### config.mk
export PLATFORM = sky130hd
export DESIGN_NAME = uart_rx_tick_sampler
export DESIGN_NICKNAME = d
export VERILOG_FILES = /design/src/design/urts_pkg.sv /design/src/design/uart_rx_tick_sampler.sv
export SDC_FILE = /design/constraint.sdc
export NUM_CORES = 1
export LEC_CHECK = 0
export BUFFER_PORTS_ARGS = -buffer_cell sky130_fd_sc_hd__buf_2
export CORE_AREA = 5 5 94 96
export CTS_CLUSTER_DIAMETER = 200
export CTS_CLUSTER_SIZE = 25
export DETAILED_ROUTE_END_ITERATION = 16
export DIE_AREA = 0 0 99 101
export PLACE_DENSITY_LB_ADDON = 0.12
export SLEW_MARGIN = 20
export SYNTH_ARGS = -nofsm -noshare
export SYNTH_HDL_FRONTEND = slang
export SYNTH_SLANG_ARGS = --single-unit
### constraint.sdc
create_clock -name clk -period 4.95 [get_ports clk]
set_input_delay 0.495 -clock clk [delete_from_list [all_inputs] [get_ports clk]]
set_output_delay 0.495 -clock clk [all_outputs]
set_load 0.005 [all_outputs]
### src/design/urts_pkg.sv
package urts_pkg;

	localparam int DATA_BITS = 8;
	localparam int BIT_CNT_W = (DATA_BITS > 1) ? $clog2(DATA_BITS) : 1;

	localparam int FRAME_W = 4;
	localparam int BYTE_W  = 8;
	localparam int TICK_W  = 8;

	localparam logic [FRAME_W-1:0] CODE_IDLE       = FRAME_W'(0);
	localparam logic [FRAME_W-1:0] CODE_SYNC       = FRAME_W'(1);
	localparam logic [FRAME_W-1:0] CODE_FIRST_DATA = FRAME_W'(2);
	localparam logic [FRAME_W-1:0] CODE_STOP       = FRAME_W'(DATA_BITS + 2);

	localparam logic [TICK_W-1:0] BIT_PERIOD_RST = TICK_W'(3);

	localparam int PADDR_W = 3;
	localparam logic [PADDR_W-3:0] REG_BIT_PERIOD = '0;

	typedef enum logic [1:0] {
		ST_IDLE,
		ST_SYNC,
		ST_DATA,
		ST_STOP
	} rx_state_t;

endpackage

### src/design/uart_rx_tick_sampler.sv
// An accepted tick's result enters the output register in the next cycle.
// Throughput: one tick per clock cycle; a stalled result holds the input off
// only while the output register is full and not being taken.
// Reset: asynchronous, active low; the receiver returns to idle with a cleared
// tick counter and shift register, and the bit period returns to three ticks.
module uart_rx_tick_sampler (
	input  logic                                clk,
	input  logic                                arst_n,
	input  logic                                psel,
	input  logic                                penable,
	input  logic                                pwrite,
	input  logic [urts_pkg::PADDR_W-1:0]        paddr,
	input  logic [31:0]                         pwdata,
	output logic [31:0]                         prdata,
	output logic                                pready,
	input  logic                                in_valid,
	output logic                                in_ready,
	input  logic                                rx_line,
	output logic                                out_valid,
	input  logic                                out_ready,
	output logic [urts_pkg::FRAME_W-1:0]        frame_state,
	output logic [urts_pkg::BYTE_W-1:0]         rx_byte,
	output logic                                byte_done
);

	logic [urts_pkg::TICK_W-1:0]    bit_period_q;
	urts_pkg::rx_state_t            state_q, state_d;
	logic [urts_pkg::BIT_CNT_W-1:0] bit_cnt_q, bit_cnt_d;
	logic [urts_pkg::TICK_W-1:0]    tick_q, tick_d, tick_inc;
	logic [urts_pkg::BYTE_W-1:0]    shift_q, shift_d;
	logic                           done_d;
	logic [urts_pkg::FRAME_W-1:0]   code_d;
	logic                           accept;
	logic                           cfg_wr;
	logic                           last_bit;

	assign pready   = 1'b1;
	assign cfg_wr   = psel && penable && pwrite;
	assign in_ready = !out_valid || out_ready;
	assign accept   = in_valid && in_ready;
	assign tick_inc = tick_q + urts_pkg::TICK_W'(1);
	assign last_bit = (bit_cnt_q == urts_pkg::BIT_CNT_W'(urts_pkg::DATA_BITS - 1));

	always_comb begin
		if (paddr[urts_pkg::PADDR_W-1:2] == urts_pkg::REG_BIT_PERIOD) begin
			prdata = {{(32 - urts_pkg::TICK_W){1'b0}}, bit_period_q};
		end else begin
			prdata = '0;
		end
	end

	always_ff @(posedge clk or negedge arst_n) begin
		if (!arst_n) begin
			bit_period_q <= urts_pkg::BIT_PERIOD_RST;
		end else if (cfg_wr && paddr[urts_pkg::PADDR_W-1:2] == urts_pkg::REG_BIT_PERIOD) begin
			bit_period_q <= pwdata[urts_pkg::TICK_W-1:0];
		end
	end

	// Next state. A bit period of zero is reached only after the counter wraps.
	always_comb begin
		state_d   = state_q;
		bit_cnt_d = bit_cnt_q;
		tick_d    = tick_q;
		shift_d   = shift_q;
		done_d    = 1'b0;
		case (state_q)
			urts_pkg::ST_IDLE: begin
				if (!rx_line) begin
					state_d = urts_pkg::ST_SYNC;
				end
			end
			urts_pkg::ST_SYNC: begin
				tick_d    = '0;
				bit_cnt_d = '0;
				state_d   = urts_pkg::ST_DATA;
			end
			urts_pkg::ST_DATA: begin
				tick_d = tick_inc;
				if (tick_inc == bit_period_q) begin
					tick_d  = '0;
					shift_d = {rx_line, shift_q[urts_pkg::BYTE_W-1:1]};
					if (last_bit) begin
						state_d = urts_pkg::ST_STOP;
						done_d  = 1'b1;
					end else begin
						bit_cnt_d = bit_cnt_q + urts_pkg::BIT_CNT_W'(1);
					end
				end
			end
			urts_pkg::ST_STOP: begin
				if (rx_line) begin
					state_d = urts_pkg::ST_IDLE;
				end
			end
			default: begin
				state_d = urts_pkg::ST_IDLE;
			end
		endcase
	end

	// Reported frame code for the state after this tick.
	always_comb begin
		case (state_d)
			urts_pkg::ST_IDLE: code_d = urts_pkg::CODE_IDLE;
			urts_pkg::ST_SYNC: code_d = urts_pkg::CODE_SYNC;
			urts_pkg::ST_DATA: begin
				code_d = urts_pkg::CODE_FIRST_DATA
					+ urts_pkg::FRAME_W'(bit_cnt_d);
			end
			urts_pkg::ST_STOP: code_d = urts_pkg::CODE_STOP;
			default:           code_d = urts_pkg::CODE_IDLE;
		endcase
	end

	always_ff @(posedge clk or negedge arst_n) begin
		if (!arst_n) begin
			state_q   <= urts_pkg::ST_IDLE;
			bit_cnt_q <= '0;
			tick_q    <= '0;
			shift_q   <= '0;
		end else if (accept) begin
			state_q   <= state_d;
			bit_cnt_q <= bit_cnt_d;
			tick_q    <= tick_d;
			shift_q   <= shift_d;
		end
	end

	always_ff @(posedge clk or negedge arst_n) begin
		if (!arst_n) begin
			out_valid <= 1'b0;
		end else if (in_ready) begin
			out_valid <= in_valid;
		end
	end

	always_ff @(posedge clk) begin
		if (accept) begin
			frame_state <= code_d;
			rx_byte     <= shift_d;
			byte_done   <= done_d;
		end
	end

endmodule

==> impl_table.tex, run 1 <==
\begin{tabular}{lr}
\hline
Metric & Value \\
\hline
\multicolumn{2}{l}{\textbf{Clock network}} \\
CTS max path bufs & 2 \\
CTS sink count & 43 \\
Post-CTS Hold Fix Bufs & 0 \\
Setup Fix Bufs, Post-CTS & 0 \\
CTS root buf & clkbuf\_8 \\
Post\_cts resized & 0 \\
Clock tree from TritonCTS & yes \\
Clock transition at the registers of the reported paths & 90 ps \\
Total number of H-tree levels & 2 \\
Clk Latency, worst-skew pair & 300 ps \\
Total CTS buffers & 5 \\
\multicolumn{2}{l}{\textbf{Yosys}} \\
Distinct cells, synth & 55 \\
Cell area after synthesis & 2660 um\^{}2 \\
Seq/Total Area, Yosys & 43.0\% \\
Cell count after synthesis & 258 \\
Average footprint of a synthesized cell & 10.3 um\^{}2 \\
Flops \& latches, synth & 43 \\
Number of enable-type register cells in the synthesized netlist & 13 \\
Fraction of registers with async set/reset & 69.8\% \\
Library cell occupying the most area in the post-synthesis netlist & dfrtp\_1 \\
Main synth FF type & dfrtp\_1 \\
Proportion of netlist area held by the largest area contributor & 26.3\% \\
Cell types with the largest area share after synthesis & dfrtp\_1, edfxtp\_1, mux2\_2 \\
Number of warnings issued by yosys & 0 \\
\multicolumn{2}{l}{\textbf{STA}} \\
Max Freq & 301 MHz \\
RSZ-0062 raised after global routing & false \\
Relative slew margins & 51.8\% \\
Post-layout minimum cycle time & 3330 ps \\
Final setup TNS & 0 ps \\
Fin crit share & 67.2\% \\
Final hold violation count & 0 \\
Least-Margin Pin Slew & 718 ps \\
Largest clock skew in the final design & 2.99 ps \\
Max-slew violation total from the final report & 0 \\
Final setup violation count & 0 \\
\multicolumn{2}{l}{\textbf{Critical path}} \\
Cell type of the slowest stage on the worst timing path & or4\_4 \\
CP Launch Point & tick\_q[0] \\
Maximum fanout count along the critical path & 7 \\
Setup slack of the worst register-to-register path & 1620 ps \\
Depth of the worst register-to-register path & 10 \\
Stage delay of the slowest cell on the critical path & 550 ps \\
Cell breakdown of the critical path & ha\_1, and3\_4, o22ai\_1, or4\_4, nor4\_2, buf\_4, o21a\_1, or3b\_2, ha\_1, and3\_1 \\
Most frequent cell on the critical path & ha\_1 \\
Required arrival time at the worst endpoint & 5010 ps \\
Count of buffer and inverter cells on the critical path & 1 \\
Startpoint class of the critical path & flip-flop \\
Critical setup path kind & flip-flop to flip-flop \\
Worst Setup End Kind & flip-flop \\
Beginning of the worst register-to-register path & tick\_q[0] \\
Endpoint of the worst-slack reg-to-reg timing path & frame\_state[2] \\
Top Family by Delay on Critical Path & simple AND/OR/NAND/NOR gates \\
Arr. time, crit path & 3390 ps \\
\multicolumn{2}{l}{\textbf{Detailed routing}} \\
Total Routed Length & 5430 um \\
Number of remaining DRC errors & 0 \\
Post-route antenna net violation count & 0 \\
DRT Pass-1 Iters & 4 \\
Via-per-instance ratio & 4.79 \\
Overall via count from detail\_route & 1915 \\
Violation count after the first detailed-route iteration & 58 \\
Detail-routed net length per standard cell & 13.6 um \\
\multicolumn{2}{l}{\textbf{Cells and area}} \\
Filler cell count & 829 \\
Area growth from synthesis to final layout & 9.92\% \\
Layout cells sized above 1 & 29.8\% \\
Utilization of the core after routing & 36.7\% \\
Number of inserted diodes & 0 \\
Final net count & 344 \\
\multicolumn{2}{l}{\textbf{Power and ir drop}} \\
Worst IR drop on VDD & 0.120 mV \\
Leak & 1.30 nW \\
PD cells & 356 nW/um\^{}2 \\
\multicolumn{2}{l}{\textbf{Global route}} \\
First-pass GRT wire length & 9030 um \\
Initial antenna violation count & 0 \\
Maximum number of pins on one net before global-route repair & 31 \\
Via count of the first global-routing pass & 1870 \\
Remaining Overflow, GRT & 0 \\
Total track usage & 11.0\% \\
\multicolumn{2}{l}{\textbf{Place}} \\
Post-detail-place hpwl & 3950 um \\
Port-buffer cells & 39 \\
Final Wtd Congestion & 0.794 \\
\multicolumn{2}{l}{\textbf{Worst hold path}} \\
Class of the tightest hold or removal check & primary input to asynchronous set/reset pin \\
\multicolumn{2}{l}{\textbf{Floorplan}} \\
Die width & 99 um \\
Core region area & 7970 um\^{}2 \\
Top-level port count & 91 \\
Die Area & 10000 um\^{}2 \\
Die height & 101 um \\
Placement Rows & 33 \\
Initial core utilization & 33.4\% \\
\multicolumn{2}{l}{\textbf{Job}} \\
Max-cap violations & 0 \\
\multicolumn{2}{l}{\textbf{Outcome}} \\
Run status & completed \\
\hline
\end{tabular}
[kinds of logic (layout without fill, tap and decap cells)]
kind of cell / Yosys count / count (layout) / synth area share, %
fa+ha+maj: 7 / 7 / 3.29
simple gates: 88 / 88 / 18.8
compound gates: 41 / 41 / 10.5
flops: 43 / 43 / 43.0
mux: 25 / 25 / 10.5
xor+xnor: 9 / 9 / 2.96
other cells: 2 / 25 / 0.282
buf+inv: 43 / 57 / 10.6
[cells in the final DEF, fill, tap and decap left out, types with 3 or more instances in the layout]
master | netlist | layout
buf_2 | 1 | 39
nand2_1 | 28 | 28
dfrtp_1 | 28 | 28
conb_1 | 2 | 25
mux2_2 | 24 | 24
edfxtp_1 | 13 | 13
o21ai_0 | 12 | 12
nor2b_1 | 11 | 11
nor2_1 | 10 | 10
inv_1 | 9 | 9
ha_1 | 7 | 7
xnor2_1 | 6 | 6
a21oi_1 | 5 | 5
o211ai_1 | 5 | 5
clkbuf_8 | 0 | 5
nand2b_1 | 4 | 4
nand3_1 | 4 | 4
nor3_1 | 4 | 4
xor2_1 | 3 | 3
or3b_2 | 3 | 3
and2_1 | 3 | 3
o221ai_1 | 3 | 3
[how the worst max path moves through the flow]
stage | to | depth (start not counted) | slack [ps]
2_1_floorplan | frame_state[2] | 9 | 1690
3_3_place_gp | frame_state[2] | 10 | 1580
3_5_place_dp | frame_state[2] | 10 | 1610
4_1_cts | frame_state[2] | 10 | 1580
5_1_grt | frame_state[2] | 9 | 1370
6_report | frame_state[2] | 10 | 1620
[cell usage after synthesis, types with 2 or more instances]
library cell and n:
nor2b_1 11, nor4_1 2, o221ai_1 3, buf_4 28, nor2_1 10, conb_1 2
a21oi_1 5, a41oi_1 2, or3b_2 3, or4_4 2, o32ai_1 2, inv_1 9
edfxtp_1 13, nand2b_1 4, mux2_2 24, and3_1 2, and2_2 2, o211ai_1 5
or2b_1 2, nand3_1 4, o21ai_0 12, buf_6 2, clkbuf_1 3, dfrtp_1 28
xor2_1 3, and2_1 3, a31oi_1 2, nand2_1 28, nor3_1 4, xnor2_1 6
dfstp_2 2, ha_1 7
[metrics by stage]
stage | area [um^2] | hold slack [ps] | std cells | power [mW] | setup slack [ps]
2_1_floorplan | 2750 | 199 | 281 | 0.731 | 1690
3_3_place_gp | 2830 | 484 | 392 | 0.810 | 1580
3_5_place_dp | 2830 | 494 | 392 | 0.811 | 1610
4_1_cts | 2920 | 257 | 400 | 1.05 | 1580
5_1_grt | 2920 | 283 | 400 | 1.12 | 1370
6_report | 2920 | 228 | 400 | 1.04 | 1620
[area by class of cell]
cell class	count	area, um^2	share of cell area (%)
Multi-Input combinational cell	195	1320	45.1
Sequential cell	43	1140	39.1
Timing Repair Buffer	40	203	6.93
Tap cell	105	131	4.49
Clock buffer	5	68.8	2.35
Inverter	9	33.8	1.16
Clock inverter	3	23.8	0.813
[registers in the layout, indices dropped and copies added, names as in the netlist]
register	count
bit_cnt_q	3
shift_q	8
tick_q	8
rx_byte	8
frame_state	4
out_valid	1
byte_done	1
state_q	2
bit_period_q	8
[per-layer routing]
metal  track usage [%]  wire (um)  vias up
li1                  -          -      939
met1              14.0       2410      920
met2              18.9       2670       49
met3              2.77        308        7
met4              2.52         41        0
met5                 0          0        -
[power by group]
part	internal, mW	switching (mW)
sequential	0.420	0.0458
combinational	0.140	0.196
clock	0.101	0.136
Power figures use the tool's default switching activity.
==> inputs of run 2 (changes only) <==
Settings changed: ABC_AREA set to 1, CORE_AREA 5 5 94 96 to 5 5 93 95, DIE_AREA 0 0 99 101 to 0 0 98 100.
Clock period 4.95 ns to 3.4 ns, I/O delays scaled along.
==> run 2 against run 1 <==
  * Core utilization grew 1.8 points
  * Via count grew 7.0%
  * Flip-flop and latch count is the same
  * Synthesized area shrank 1.4%
  * Clock skew grew 7.4 ps
  * Critical endpoint unchanged
  * Combinational power grew 52%
==> impl_table.tex, run 2 <==
\begin{tabular}{lr}
\hline
Metric & Value \\
\hline
\multicolumn{2}{l}{\textbf{Detailed routing}} \\
Total Routed Length & 5190 um \\
Post-route antenna net violation count & 0 \\
Detail-routed net length per standard cell & 11.1 um \\
Via-per-instance ratio & 4.37 \\
Violation count after the first detailed-route iteration & 84 \\
Overall via count from detail\_route & 2049 \\
DRT Pass-1 Iters & 4 \\
Number of remaining DRC errors & 0 \\
\multicolumn{2}{l}{\textbf{Critical path}} \\
Arr. time, crit path & 2550 ps \\
Maximum fanout count along the critical path & 6 \\
Startpoint class of the critical path & flip-flop \\
Worst Setup End Kind & flip-flop \\
Depth of the worst register-to-register path & 13 \\
Critical setup path kind & flip-flop to flip-flop \\
Required arrival time at the worst endpoint & 3450 ps \\
\multicolumn{2}{l}{\textbf{Cells and area}} \\
Area taken by flip-flops and latches & 1140 um\^{}2 \\
Area growth from synthesis to final layout & 12.2\% \\
Commonest non-fill, non-tap cells in the layout & nand2\_1, inv\_1, buf\_2 \\
Number of inserted diodes & 0 \\
Filler cell count & 798 \\
Final net count & 416 \\
Most common cell after layout, fill and taps aside & nand2\_1 \\
Area used by multi-input combinational logic & 1160 um\^{}2 \\
Layout cells sized above 1 & 22.1\% \\
\multicolumn{2}{l}{\textbf{Power and ir drop}} \\
PD cells & 558 nW/um\^{}2 \\
Leak & 1.53 nW \\
Worst IR drop on VDD & 0.244 mV \\
\multicolumn{2}{l}{\textbf{Place}} \\
Port-buffer cells & 39 \\
Final Wtd Congestion & 0.750 \\
Pre-CTS setup slack & 887 ps \\
Post-detail-place hpwl & 3970 um \\
\multicolumn{2}{l}{\textbf{Floorplan}} \\
Die Area & 9800 um\^{}2 \\
Die width & 98 um \\
Initial core utilization & 34.3\% \\
Die height & 100 um \\
Placement Rows & 32 \\
Top-level port count & 91 \\
Core region area & 7650 um\^{}2 \\
\multicolumn{2}{l}{\textbf{STA}} \\
Slack of the critical path & 910 ps \\
Relative slew margins & 51.9\% \\
Fin crit share & 73.2\% \\
Max Freq & 402 MHz \\
Final hold violation count & 0 \\
Final setup TNS & 0 ps \\
Least-Margin Pin Slew & 722 ps \\
Final setup violation count & 0 \\
RSZ-0062 raised after global routing & false \\
Max-slew violation total from the final report & 0 \\
Largest clock skew in the final design & 10.4 ps \\
Post-layout minimum cycle time & 2490 ps \\
\multicolumn{2}{l}{\textbf{Yosys}} \\
Number of warnings issued by yosys & 0 \\
Library cell occupying the most area in the post-synthesis netlist & dfrtp\_1 \\
Average footprint of a synthesized cell & 8.05 um\^{}2 \\
Proportion of netlist area held by the largest area contributor & 26.7\% \\
Seq/Total Area, Yosys & 43.6\% \\
Cell area after synthesis & 2620 um\^{}2 \\
Cell count after synthesis & 326 \\
Most frequent cells after synthesis & nand2\_1, inv\_1, dfrtp\_1, nor2\_1, buf\_4 \\
Number of enable-type register cells in the synthesized netlist & 13 \\
Distinct cells, synth & 30 \\
Cell types with the largest area share after synthesis & dfrtp\_1, edfxtp\_1, nand2\_1 \\
Flops \& latches, synth & 43 \\
Top-count cell post-synth & nand2\_1 \\
Main synth FF type & dfrtp\_1 \\
Fraction of registers with async set/reset & 69.8\% \\
\multicolumn{2}{l}{\textbf{Clock network}} \\
Total CTS buffers & 5 \\
Clk Latency, worst-skew pair & 290 ps \\
CTS root buf & clkbuf\_8 \\
Post-CTS Hold Fix Bufs & 0 \\
CTS max path bufs & 2 \\
Clock tree from TritonCTS & yes \\
CTS sink count & 43 \\
Post\_cts resized & 0 \\
Setup Fix Bufs, Post-CTS & 0 \\
Clock transition at the registers of the reported paths & 90 ps \\
Total number of H-tree levels & 2 \\
\multicolumn{2}{l}{\textbf{Global route}} \\
Remaining Overflow, GRT & 0 \\
First-pass GRT wire length & 9050 um \\
Maximum number of pins on one net before global-route repair & 31 \\
Total track usage & 11.1\% \\
Initial antenna violation count & 0 \\
Via count of the first global-routing pass & 1949 \\
\multicolumn{2}{l}{\textbf{Job}} \\
Max-cap violations & 0 \\
\multicolumn{2}{l}{\textbf{Outcome}} \\
Run status & completed \\
\multicolumn{2}{l}{\textbf{Worst hold path}} \\
Class of the tightest hold or removal check & primary input to asynchronous set/reset pin \\
\hline
\end{tabular}
-- run 2: kinds of logic (layout without fill, tap and decap cells) --
family | after synthesis | after routing | synth area share, %
buf+inv | 81 | 99 | 15.5
fa+ha+maj | 7 | 7 | 3.34
simple gates | 143 | 143 | 25.3
flops | 43 | 43 | 43.6
xor+xnor | 3 | 3 | 1.00
compound gates | 47 | 47 | 11.0
other cells | 2 | 25 | 0.286
-- run 2: per-stage QoR --
stage	power, mW	hold WS [ps]	area [um^2]	std cells	utilization (%)
floorplan	1.11	44.4	2710	349	-
global placement	1.24	451	2830	461	37.0
detailed placement	1.25	452	2830	461	37.0
CTS	1.68	125	2940	469	38.5
global route	1.78	150	2940	469	38.5
finish	1.64	99.5	2940	469	38.5
-- run 2: metal layers --
metal | up-vias | GRT usage [%] | wire [um]
met5 | - | 0 | 0
met4 | 0 | 3.51 | 75
met3 | 5 | 2.08 | 242
met2 | 45 | 19.1 | 2450
met1 | 936 | 14.2 | 2430
li1 | 1063 | - | -
-- run 2: final cells by class --
type / count / share of cell area, %
Sequential cell: 43 / 38.8
Clock buffer: 6 / 2.80
Multi-Input combinational cell: 225 / 39.4
Clock inverter: 2 / 1.19
Inverter: 51 / 6.54
Timing Repair Buffer: 40 / 6.88
Tap cell: 102 / 4.33
-- run 2: final timing paths --
check | start | slack [ps] | endpoint
setup / recovery | tick_q[0] | 910 | frame_state[2]
hold / removal | arst_n | 100 | shift_q[1]
setup reg to reg | tick_q[0] | 910 | frame_state[2]
hold reg to reg | shift_q[0] | 500 | shift_q[0]
max in group asynchronous | arst_n | 2840 | tick_q[0]
min in group clk | pwdata[1] | 290 | bit_period_q[1]
-- run 2: power by group --
part,internal (mW),leakage (nW),total (mW),switching (mW)
sequential,0.646,0.510,0.715,0.0693
combinational,0.188,0.955,0.511,0.323
clock,0.238,0.0612,0.416,0.178
total,1.07,1.53,1.64,0.571
-- run 2: worst max-delay path: stages (launching register included) --
cell and delay (ps):
dfrtp_1 460, ha_1 280, nand3_2 140, nor2_1 120
nand2_1 70, nand3_1 120, nand2_1 100, nor2_4 130
nand3_4 110, nand2_1 80, nand2_1 60, o21ai_2 190
ha_1 260, and2_1 150
